<file path="src/rtl/iea_pkg.sv">
// Shared types and constants for the indexed effective address unit.
`timescale 1ns / 1ps

package iea_pkg;

    localparam int unsigned IEA_FIFO_DEPTH = 2;
    localparam logic        IEA_CPU_LEVEL_RESET = 1'b1;

    // Result kinds on the output channel.
    typedef enum logic [1:0] {
        KIND_FINAL = 2'd0,
        KIND_READ  = 2'd1,
        KIND_ERROR = 2'd2
    } t_kind;

    // Work classes handed from the decode side to the execute side.
    typedef enum logic [1:0] {
        OP_FINAL = 2'd0,
        OP_READ  = 2'd1,
        OP_DATA  = 2'd2
    } t_op;

    // Base displacement and outer displacement / indirection size codes.
    localparam logic [1:0] SZ_WORD = 2'd2;
    localparam logic [1:0] SZ_LONG = 2'd3;
    localparam logic [1:0] OD_NONE = 2'd0;

    typedef struct packed {
        t_op         op;
        logic [31:0] base_eff;   // base plus base displacement, or read data
        logic [31:0] idx_eff;    // scaled, possibly suppressed index
        logic [31:0] outer;      // outer displacement
        logic        post;       // post-indexed indirection
        logic [3:0]  bytes;      // displacement bytes consumed
    } t_entry;

endpackage

</file>
<file path="src/rtl/iea_front.sv">
// Decode stage: takes requests, decodes the extension word, forms the base sum.
`timescale 1ns / 1ps

module iea_front (
    input  logic            i_clk,
    input  logic            i_rst_n,
    input  logic            i_cfg_we,
    input  logic            i_cfg_wdata,
    input  logic            i_action,
    input  logic [31:0]     i_base_value,
    input  logic [15:0]     i_ext_word,
    input  logic [31:0]     i_index_value,
    input  logic [31:0]     i_base_disp,
    input  logic [31:0]     i_outer_disp,
    input  logic [31:0]     i_read_data,
    output iea_pkg::t_entry o_entry
);
    import iea_pkg::*;

    logic        r_cpu_level;
    logic [31:0] idx_word;
    logic [31:0] idx_scaled;
    logic [31:0] base_sel;
    logic [31:0] bd_val;
    logic [31:0] od_val;
    logic [3:0]  bd_bytes;
    logic [3:0]  od_bytes;

    always_ff @(posedge i_clk) begin
        if (!i_rst_n) begin
            r_cpu_level <= IEA_CPU_LEVEL_RESET;
        end else if (i_cfg_we) begin
            r_cpu_level <= i_cfg_wdata;
        end
    end

    always_comb begin
        idx_word   = i_ext_word[11] ? i_index_value
                                    : {{16{i_index_value[15]}}, i_index_value[15:0]};
        idx_scaled = r_cpu_level ? (idx_word << i_ext_word[10:9]) : idx_word;

        base_sel = i_ext_word[7] ? 32'd0 : i_base_value;

        case (i_ext_word[5:4])
            SZ_WORD: begin
                bd_val   = {{16{i_base_disp[15]}}, i_base_disp[15:0]};
                bd_bytes = 4'd2;
            end
            SZ_LONG: begin
                bd_val   = i_base_disp;
                bd_bytes = 4'd4;
            end
            default: begin
                bd_val   = 32'd0;
                bd_bytes = 4'd0;
            end
        endcase

        case (i_ext_word[1:0])
            SZ_WORD: begin
                od_val   = {{16{i_outer_disp[15]}}, i_outer_disp[15:0]};
                od_bytes = 4'd2;
            end
            SZ_LONG: begin
                od_val   = i_outer_disp;
                od_bytes = 4'd4;
            end
            default: begin
                od_val   = 32'd0;
                od_bytes = 4'd0;
            end
        endcase

        o_entry.outer = od_val;
        o_entry.post  = i_ext_word[2];

        if (i_action) begin
            o_entry.op       = OP_DATA;
            o_entry.base_eff = i_read_data;
            o_entry.idx_eff  = 32'd0;
            o_entry.bytes    = 4'd0;
        end else if (!r_cpu_level || !i_ext_word[8]) begin
            // Brief format: signed byte displacement, no byte count.
            o_entry.op       = OP_FINAL;
            o_entry.base_eff = i_base_value + {{24{i_ext_word[7]}}, i_ext_word[7:0]};
            o_entry.idx_eff  = idx_scaled;
            o_entry.bytes    = 4'd0;
        end else begin
            o_entry.op       = (i_ext_word[1:0] == OD_NONE) ? OP_FINAL : OP_READ;
            o_entry.base_eff = base_sel + bd_val;
            o_entry.idx_eff  = i_ext_word[6] ? 32'd0 : idx_scaled;
            o_entry.bytes    = bd_bytes + od_bytes;
        end
    end

endmodule

</file>
<file path="src/rtl/iea_fifo.sv">
// Short queue of decoded requests between decode and execute.
`timescale 1ns / 1ps

module iea_fifo #(
    parameter int unsigned DEPTH = iea_pkg::IEA_FIFO_DEPTH
) (
    input  logic            i_clk,
    input  logic            i_rst_n,
    input  logic            i_push,
    input  iea_pkg::t_entry i_wdata,
    input  logic            i_pop,
    output iea_pkg::t_entry o_rdata,
    output logic            o_empty,
    output logic            o_full
);
    import iea_pkg::*;

    localparam int unsigned PW = (DEPTH > 1) ? $clog2(DEPTH) : 1;
    localparam int unsigned CW = $clog2(DEPTH + 1);
    localparam logic [PW-1:0] LAST = PW'(DEPTH - 1);

    t_entry          r_mem [DEPTH];
    logic [PW-1:0]   r_wr_ptr;
    logic [PW-1:0]   r_rd_ptr;
    logic [CW-1:0]   r_count;
    logic [CW-1:0]   n_count;

    assign o_empty = (r_count == '0);
    assign o_full  = (r_count == CW'(DEPTH));
    assign o_rdata = r_mem[r_rd_ptr];

    always_comb begin
        n_count = r_count;
        if (i_push && !i_pop) begin
            n_count = r_count + 1'b1;
        end else if (i_pop && !i_push) begin
            n_count = r_count - 1'b1;
        end
    end

    always_ff @(posedge i_clk) begin
        if (!i_rst_n) begin
            r_wr_ptr <= '0;
            r_rd_ptr <= '0;
            r_count  <= '0;
        end else begin
            r_count <= n_count;
            if (i_push) begin
                r_wr_ptr <= (r_wr_ptr == LAST) ? '0 : r_wr_ptr + 1'b1;
            end
            if (i_pop) begin
                r_rd_ptr <= (r_rd_ptr == LAST) ? '0 : r_rd_ptr + 1'b1;
            end
        end
    end

    always_ff @(posedge i_clk) begin
        if (i_push) begin
            r_mem[r_wr_ptr] <= i_wdata;
        end
    end

    a_no_overflow: assert property (@(posedge i_clk) disable iff (!i_rst_n)
        !(i_push && o_full && !i_pop))
        else $error("queue push while full");

    a_no_underflow: assert property (@(posedge i_clk) disable iff (!i_rst_n)
        !(i_pop && o_empty))
        else $error("queue pop while empty");

endmodule

</file>
<file path="src/rtl/iea_back.sv">
// Execute stage: indirection state, final adds and the result register.
`timescale 1ns / 1ps

module iea_back (
    input  logic            i_clk,
    input  logic            i_rst_n,
    input  iea_pkg::t_entry i_entry,
    input  logic            i_empty,
    output logic            o_pop,
    input  logic            i_stall,
    output logic            o_valid,
    output logic [1:0]      o_kind,
    output logic [31:0]     o_address,
    output logic [3:0]      o_ext_bytes
);
    import iea_pkg::*;

    logic        r_wait;
    logic [31:0] r_held_sum;
    logic [3:0]  r_held_bytes;
    logic        r_out_valid;
    t_kind       r_kind;
    logic [31:0] r_addr;
    logic [3:0]  r_bytes;

    logic        n_wait;
    logic [31:0] n_held_sum;
    logic [3:0]  n_held_bytes;
    t_kind       n_kind;
    logic [31:0] n_addr;
    logic [3:0]  n_bytes;

    assign o_pop       = !i_empty && (!r_out_valid || !i_stall);
    assign o_valid     = r_out_valid;
    assign o_kind      = r_kind;
    assign o_address   = r_addr;
    assign o_ext_bytes = r_bytes;

    always_comb begin
        n_wait       = r_wait;
        n_held_sum   = r_held_sum;
        n_held_bytes = r_held_bytes;
        n_kind       = KIND_FINAL;
        n_addr       = i_entry.base_eff + i_entry.idx_eff;
        n_bytes      = i_entry.bytes;
        case (i_entry.op)
            OP_DATA: begin
                if (r_wait) begin
                    n_wait  = 1'b0;
                    n_addr  = i_entry.base_eff + r_held_sum;
                    n_bytes = r_held_bytes;
                end else begin
                    n_kind  = KIND_ERROR;
                    n_addr  = 32'd0;
                    n_bytes = 4'd0;
                end
            end
            OP_READ: begin
                n_wait       = 1'b1;
                n_kind       = KIND_READ;
                n_addr       = i_entry.base_eff + (i_entry.post ? 32'd0 : i_entry.idx_eff);
                n_held_sum   = (i_entry.post ? i_entry.idx_eff : 32'd0) + i_entry.outer;
                n_held_bytes = i_entry.bytes;
            end
            default: begin
                n_wait = 1'b0;
            end
        endcase
    end

    always_ff @(posedge i_clk) begin
        if (!i_rst_n) begin
            r_wait      <= 1'b0;
            r_out_valid <= 1'b0;
        end else begin
            if (o_pop) begin
                r_wait      <= n_wait;
                r_out_valid <= 1'b1;
            end else if (!i_stall) begin
                r_out_valid <= 1'b0;
            end
        end
    end

    always_ff @(posedge i_clk) begin
        if (o_pop) begin
            r_held_sum   <= n_held_sum;
            r_held_bytes <= n_held_bytes;
            r_kind       <= n_kind;
            r_addr       <= n_addr;
            r_bytes      <= n_bytes;
        end
    end

    a_error_is_zero: assert property (@(posedge i_clk) disable iff (!i_rst_n)
        (r_out_valid && r_kind == KIND_ERROR) |-> (r_addr == 32'd0 && r_bytes == 4'd0))
        else $error("error result carries address or byte count");

    a_read_arms_wait: assert property (@(posedge i_clk) disable iff (!i_rst_n)
        (o_pop && i_entry.op == OP_READ) |=> (r_wait && r_kind == KIND_READ))
        else $error("read request did not arm the indirection wait");

    a_stray_data: assert property (@(posedge i_clk) disable iff (!i_rst_n)
        (o_pop && i_entry.op == OP_DATA && !r_wait) |=> (r_kind == KIND_ERROR && !r_wait))
        else $error("data without a pending read not flagged");

    a_data_clears_wait: assert property (@(posedge i_clk) disable iff (!i_rst_n)
        (o_pop && i_entry.op == OP_DATA && r_wait) |=> (!r_wait && r_kind == KIND_FINAL))
        else $error("data return did not finish the indirection");

endmodule

</file>
<file path="src/rtl/indexed_effective_address_unit_top.sv">
// Top level of the indexed effective address unit (brief and full extension words).
//
//  Channel   Dir  Handshake            Payload
//  -------   ---  -------------------  ------------------------------------------------
//  request   in   i_valid / o_stall    i_action, i_base_value, i_ext_word, i_index_value,
//                                      i_base_disp, i_outer_disp, i_read_data
//  result    out  o_valid / i_stall    o_kind, o_address, o_ext_bytes
//  config    in   i_cfg_we             i_cfg_wdata (cpu_level)
//
// One request per cycle is sustained while the result side does not stall; a taken request
// is decoded into the queue at the accepting edge, then executed from the queue into the
// result register.
// Throughput is set by the execute stage, which retires one queued request per cycle unless stalled.
// Reset clears the queue, the indirection wait flag and the result valid, and sets
// cpu_level to full addressing; no clearing pass is needed.
// A stall on the result side holds the result register; the queue then absorbs requests
// until full, and only then is o_stall raised toward the requester.
`timescale 1ns / 1ps

module indexed_effective_address_unit_top #(
    parameter int unsigned FIFO_DEPTH = iea_pkg::IEA_FIFO_DEPTH
) (
    input  logic        i_clk,
    input  logic        i_rst_n,
    // configuration
    input  logic        i_cfg_we,
    input  logic        i_cfg_wdata,
    // request channel
    input  logic        i_valid,
    output logic        o_stall,
    input  logic        i_action,
    input  logic [31:0] i_base_value,
    input  logic [15:0] i_ext_word,
    input  logic [31:0] i_index_value,
    input  logic [31:0] i_base_disp,
    input  logic [31:0] i_outer_disp,
    input  logic [31:0] i_read_data,
    // result channel
    output logic        o_valid,
    input  logic        i_stall,
    output logic [1:0]  o_kind,
    output logic [31:0] o_address,
    output logic [3:0]  o_ext_bytes
);
    import iea_pkg::*;

    t_entry dec_entry;
    t_entry q_entry;
    logic   q_push;
    logic   q_pop;
    logic   q_empty;
    logic   q_full;

    // Stall requests only when the queue has no room left.
    assign o_stall = q_full;
    assign q_push  = i_valid && !q_full;

    // Decode: index sign-extension and scaling, suppression, displacement sizing,
    // base plus base displacement.
    iea_front u_front (
        .i_clk         (i_clk),
        .i_rst_n       (i_rst_n),
        .i_cfg_we      (i_cfg_we),
        .i_cfg_wdata   (i_cfg_wdata),
        .i_action      (i_action),
        .i_base_value  (i_base_value),
        .i_ext_word    (i_ext_word),
        .i_index_value (i_index_value),
        .i_base_disp   (i_base_disp),
        .i_outer_disp  (i_outer_disp),
        .i_read_data   (i_read_data),
        .o_entry       (dec_entry)
    );

    // Decouple decode from execute so each side can stall on its own.
    iea_fifo #(
        .DEPTH (FIFO_DEPTH)
    ) u_fifo (
        .i_clk   (i_clk),
        .i_rst_n (i_rst_n),
        .i_push  (q_push),
        .i_wdata (dec_entry),
        .i_pop   (q_pop),
        .o_rdata (q_entry),
        .o_empty (q_empty),
        .o_full  (q_full)
    );

    // Execute: hold indirection state across the read, add index and displacements,
    // drive the result register.
    iea_back u_back (
        .i_clk       (i_clk),
        .i_rst_n     (i_rst_n),
        .i_entry     (q_entry),
        .i_empty     (q_empty),
        .o_pop       (q_pop),
        .i_stall     (i_stall),
        .o_valid     (o_valid),
        .o_kind      (o_kind),
        .o_address   (o_address),
        .o_ext_bytes (o_ext_bytes)
    );

endmodule

</file>
<file path="config.mk">
export PLATFORM = sky130hd
export DESIGN_NAME = indexed_effective_address_unit_top
export DESIGN_NICKNAME = d
export VERILOG_FILES = /design/src/rtl/iea_pkg.sv /design/src/rtl/iea_front.sv /design/src/rtl/iea_fifo.sv /design/src/rtl/iea_back.sv /design/src/rtl/indexed_effective_address_unit_top.sv
export SDC_FILE = /design/constraint.sdc
export NUM_CORES = 1
export LEC_CHECK = 0
export ABC_CLOCK_PERIOD_IN_PS = 7430
export BUFFER_PORTS_ARGS = -buffer_cell sky130_fd_sc_hd__buf_2
export CAP_MARGIN = 15
export CORE_UTILIZATION = 40
export CTS_CLUSTER_SIZE = 28
export DETAILED_ROUTE_END_ITERATION = 8
export PLACE_DENSITY_LB_ADDON = 0.08
export SLEW_MARGIN = 5
export SYNTH_ARGS = -nofsm -noshare
export SYNTH_HDL_FRONTEND = slang
export SYNTH_HIERARCHICAL = 1
export SYNTH_SLANG_ARGS = --single-unit
</file>
<file path="constraint.sdc">
create_clock -name i_clk -period 7.43 [get_ports i_clk]
set_input_delay 0.743 -clock i_clk [delete_from_list [all_inputs] [get_ports i_clk]]
set_output_delay 0.743 -clock i_clk [all_outputs]
set_load 0.1 [all_outputs]
</file>
==> flow_metrics.env <==
export IMPL_cts_root_buf="clkbuf_16"
export IMPL_gp_congestion=0.933
export IMPL_grt_pass1_wl_um=93600
export IMPL_synth_cells=2121
export IMPL_final_hold_viol_count=0
export IMPL_critical_path_max_fanout=53
export IMPL_min_period_over_period_pct=70.4
export IMPL_final_util_pct=45.9
export IMPL_min_period_ps=5230
export IMPL_crit_type="flip-flop to flip-flop"
export IMPL_dp_hpwl_um=49300
export IMPL_seq_power_share_pct=27.5
export IMPL_setup_worst_path_start_class="flip-flop"
export IMPL_io_buffers=218
export IMPL_grt_setup_unrepaired="no"
export IMPL_final_cell_mix="edfxtp_1 (280), buf_2 (218), ha_1 (184)"
export IMPL_routedWlPerCell_um=20.6
export IMPL_synthArstFlopShare_pct=0
export IMPL_setup_viol=0
export IMPL_h_tree_depth=1
export IMPL_area_growth_pct=12.3
export IMPL_fin_skew_ps=25.6
export IMPL_dieHeight_um=235
export IMPL_timing_fmax_mhz=191
export IMPL_fin_tns_setup_ps=0
export IMPL_viasPerCell=5.50
export IMPL_start_util_pct=40.9
export IMPL_worst_skew_pair_late_latency_ps=590
export IMPL_power_per_cell_area_mw_per_mm2=368
export IMPL_clockPowerShare_pct=16.5
export IMPL_r2r_cells=15
export IMPL_ys_seq_elements=288
export IMPL_preCtsSetupSlack_ps=2120
export IMPL_io_pins=223
export IMPL_p_int_w=0.00491
export IMPL_die_w_um=235
export IMPL_combPwrFrac_pct=56.0
export IMPL_avgSynthCellArea_um2=10.2
export IMPL_holdPathStages=2
export IMPL_end_kind="flip-flop"
export IMPL_core_area_mm2=0.0531
export IMPL_cts_setup_buffers=0
export IMPL_die_area_mm2=0.0551
export IMPL_p_sw_share_pct=45.2
export IMPL_hold_path_class="input pin to flip-flop"
export IMPL_final_area_mm2=0.0243
export IMPL_grt_max_degree=75
export IMPL_drt_first_pass_iters=7
export IMPL_cts_made_buffers=31
export IMPL_layout_commonest_cell="edfxtp_1"
export IMPL_drv_slew=0
export IMPL_drv_cap=0
export IMPL_p_leak_nw=10.1
export IMPL_antenna_left=0
export IMPL_route_detailed_drc=0
export IMPL_status="finished, final reports clean"
export IMPL_ys_seq_area_share_pct=39.5
export IMPL_final_net_count=2665
export IMPL_cts_repair_resized=0
export IMPL_syn_nets=2494
export IMPL_cts_path_max_buffers=3
export IMPL_rows=84
export IMPL_tightest_slew_ps=1020
export IMPL_clkSlewWorstSetupHoldPaths_ps=60
export IMPL_clock_sinks=288
export IMPL_critPathArrivalTime_ps=5520
export IMPL_gr_usage_all_layers_pct=22.0
export IMPL_grt_ovfl_total=0
export IMPL_required_ps=7720
export IMPL_antenna_found_initial=1
export IMPL_power_switching_w=0.00405
export IMPL_dpl_cell_area_mm2=0.0233
export IMPL_grt_pass1_vias=16000
export IMPL_yosysWarnings=6
export IMPL_vdd_drop_max_uv=239
export IMPL_synth_edf_count=280
export IMPL_drive_above_1_share_pct=18.7
export IMPL_synth_cell_types=90
export IMPL_num_vias=16500
export IMPL_layout_setup_ws_ps=2200
export IMPL_drt_wl_total_um=62000
export IMPL_ctsHoldBuffers=0
export IMPL_slew_headroom_pct=31.7
export IMPL_synthFlopType="edfxtp_1"
export IMPL_drt_first_iter_violations=1155
export IMPL_netlist_area_mm2=0.0217
export IMPL_tritoncts="done"
[flip-flops by register name, summed over array words and instances, names as in the netlist, named ones only]
| register | cells |
|---|---|
| u_back/r_wait | 1 |
| u_back/o_kind | 2 |
| u_fifo/r_rd_ptr | 1 |
| u_back/o_address | 32 |
| u_fifo/r_count | 2 |
| u_fifo/r_mem | 206 |
| u_back/r_held_bytes | 4 |
| u_back/r_held_sum | 32 |
| u_fifo/r_wr_ptr | 1 |
| u_front/r_cpu_level | 1 |
| u_back/o_ext_bytes | 4 |
| u_back/o_valid | 1 |
[power by group through the flow]
stage               combinational [W]  sequential [W]  clock [W]
finish                        0.00502         0.00246    0.00148
global route                  0.00544         0.00250    0.00158
CTS                           0.00500         0.00247    0.00152
detailed placement            0.00497         0.00250          0
global placement              0.00496         0.00249          0
floorplan                     0.00306         0.00327          0
[critical path: stages (launching register included)]
cell       delay, ps
dfxtp_4          830
mux2_2           430
nor2b_1          290
nand2_1          540
and2_1           400
ha_1             210
inv_1             70
fa_1             210
nand2b_1         150
a31oi_1          190
a2111oi_2        600
o21ba_2          300
o21ai_1          130
a31oi_1          230
xor2_1           220
o22ai_1          100
[final timing paths]
path	startpoint	end	slack, ps
worst max-delay path	flip-flop	u_back/o_address[24]	2200
worst min-delay path	i_cfg_we	u_front/r_cpu_level	380
worst max register to register	flip-flop	u_back/o_address[24]	2200
worst min register to register	u_fifo/r_count[1]	u_fifo/r_count[1]	500
[synth_stat cells (all sizes together) (28+ instances only)]
| cell | instances | area share (%) |
|---|---|---|
| edfxtp | 280 | 39 |
| a21oi | 184 | 4.3 |
| ha | 184 | 11 |
| nor2 | 139 | 2.5 |
| nand2 | 121 | 2.1 |
| and2 | 113 | 3.3 |
| o21ai | 113 | 2.6 |
| mux2 | 109 | 5.7 |
| a21o | 96 | 3.3 |
| xnor2 | 80 | 3.2 |
| inv | 78 | 1.4 |
| clkbuf | 68 | 1.2 |
| xor2 | 57 | 2.3 |
| a211oi | 36 | 1.3 |
| nand3 | 33 | 0.76 |
| nor2b | 33 | 1.0 |
| mux2i | 28 | 1.3 |
[stage by stage]
step           instances  hold slack, ps  power, W
2_1_floorplan       2121             466   0.00634
5_1_grt             3006             373   0.00952
3_3_place_gp        2947             478   0.00746
4_1_cts             3005             334   0.00899
6_report            3007             377   0.00896
3_5_place_dp        2947             492   0.00747
[logic make-up after synthesis]
family,count (synthesis),synth area share [%]
fa+ha+maj,190,11.2
compound gates,632,19.2
other cells,1,0.0173
simple gates,550,12.9
mux,150,8.30
buf+inv,173,3.35
xor+xnor,137,5.53
flops,288,39.5
[layout make-up]
cell class	count	area, µm²
antenna	2	5.00
clock buffer	44	875
clock inverter	14	120
fill	5065	28700
inverter	78	293
multi-input combinational	1660	12400
sequential	288	8570
tap	688	861
timing repair buffer	233	1200
[metal layers]
| metal | vias up | routed length, µm | global-route usage (%) |
|---|---|---|---|
| met3 | 71 | 2940 | 2.11 |
| met1 | 7725 | 31300 | 33.6 |
| li1 | 8276 | - | - |
| met2 | 457 | 26100 | 32.6 |
| met5 | - | 0 | 0 |
| met4 | 0 | 1680 | 6.54 |
Power figures use the tool's default switching activity.
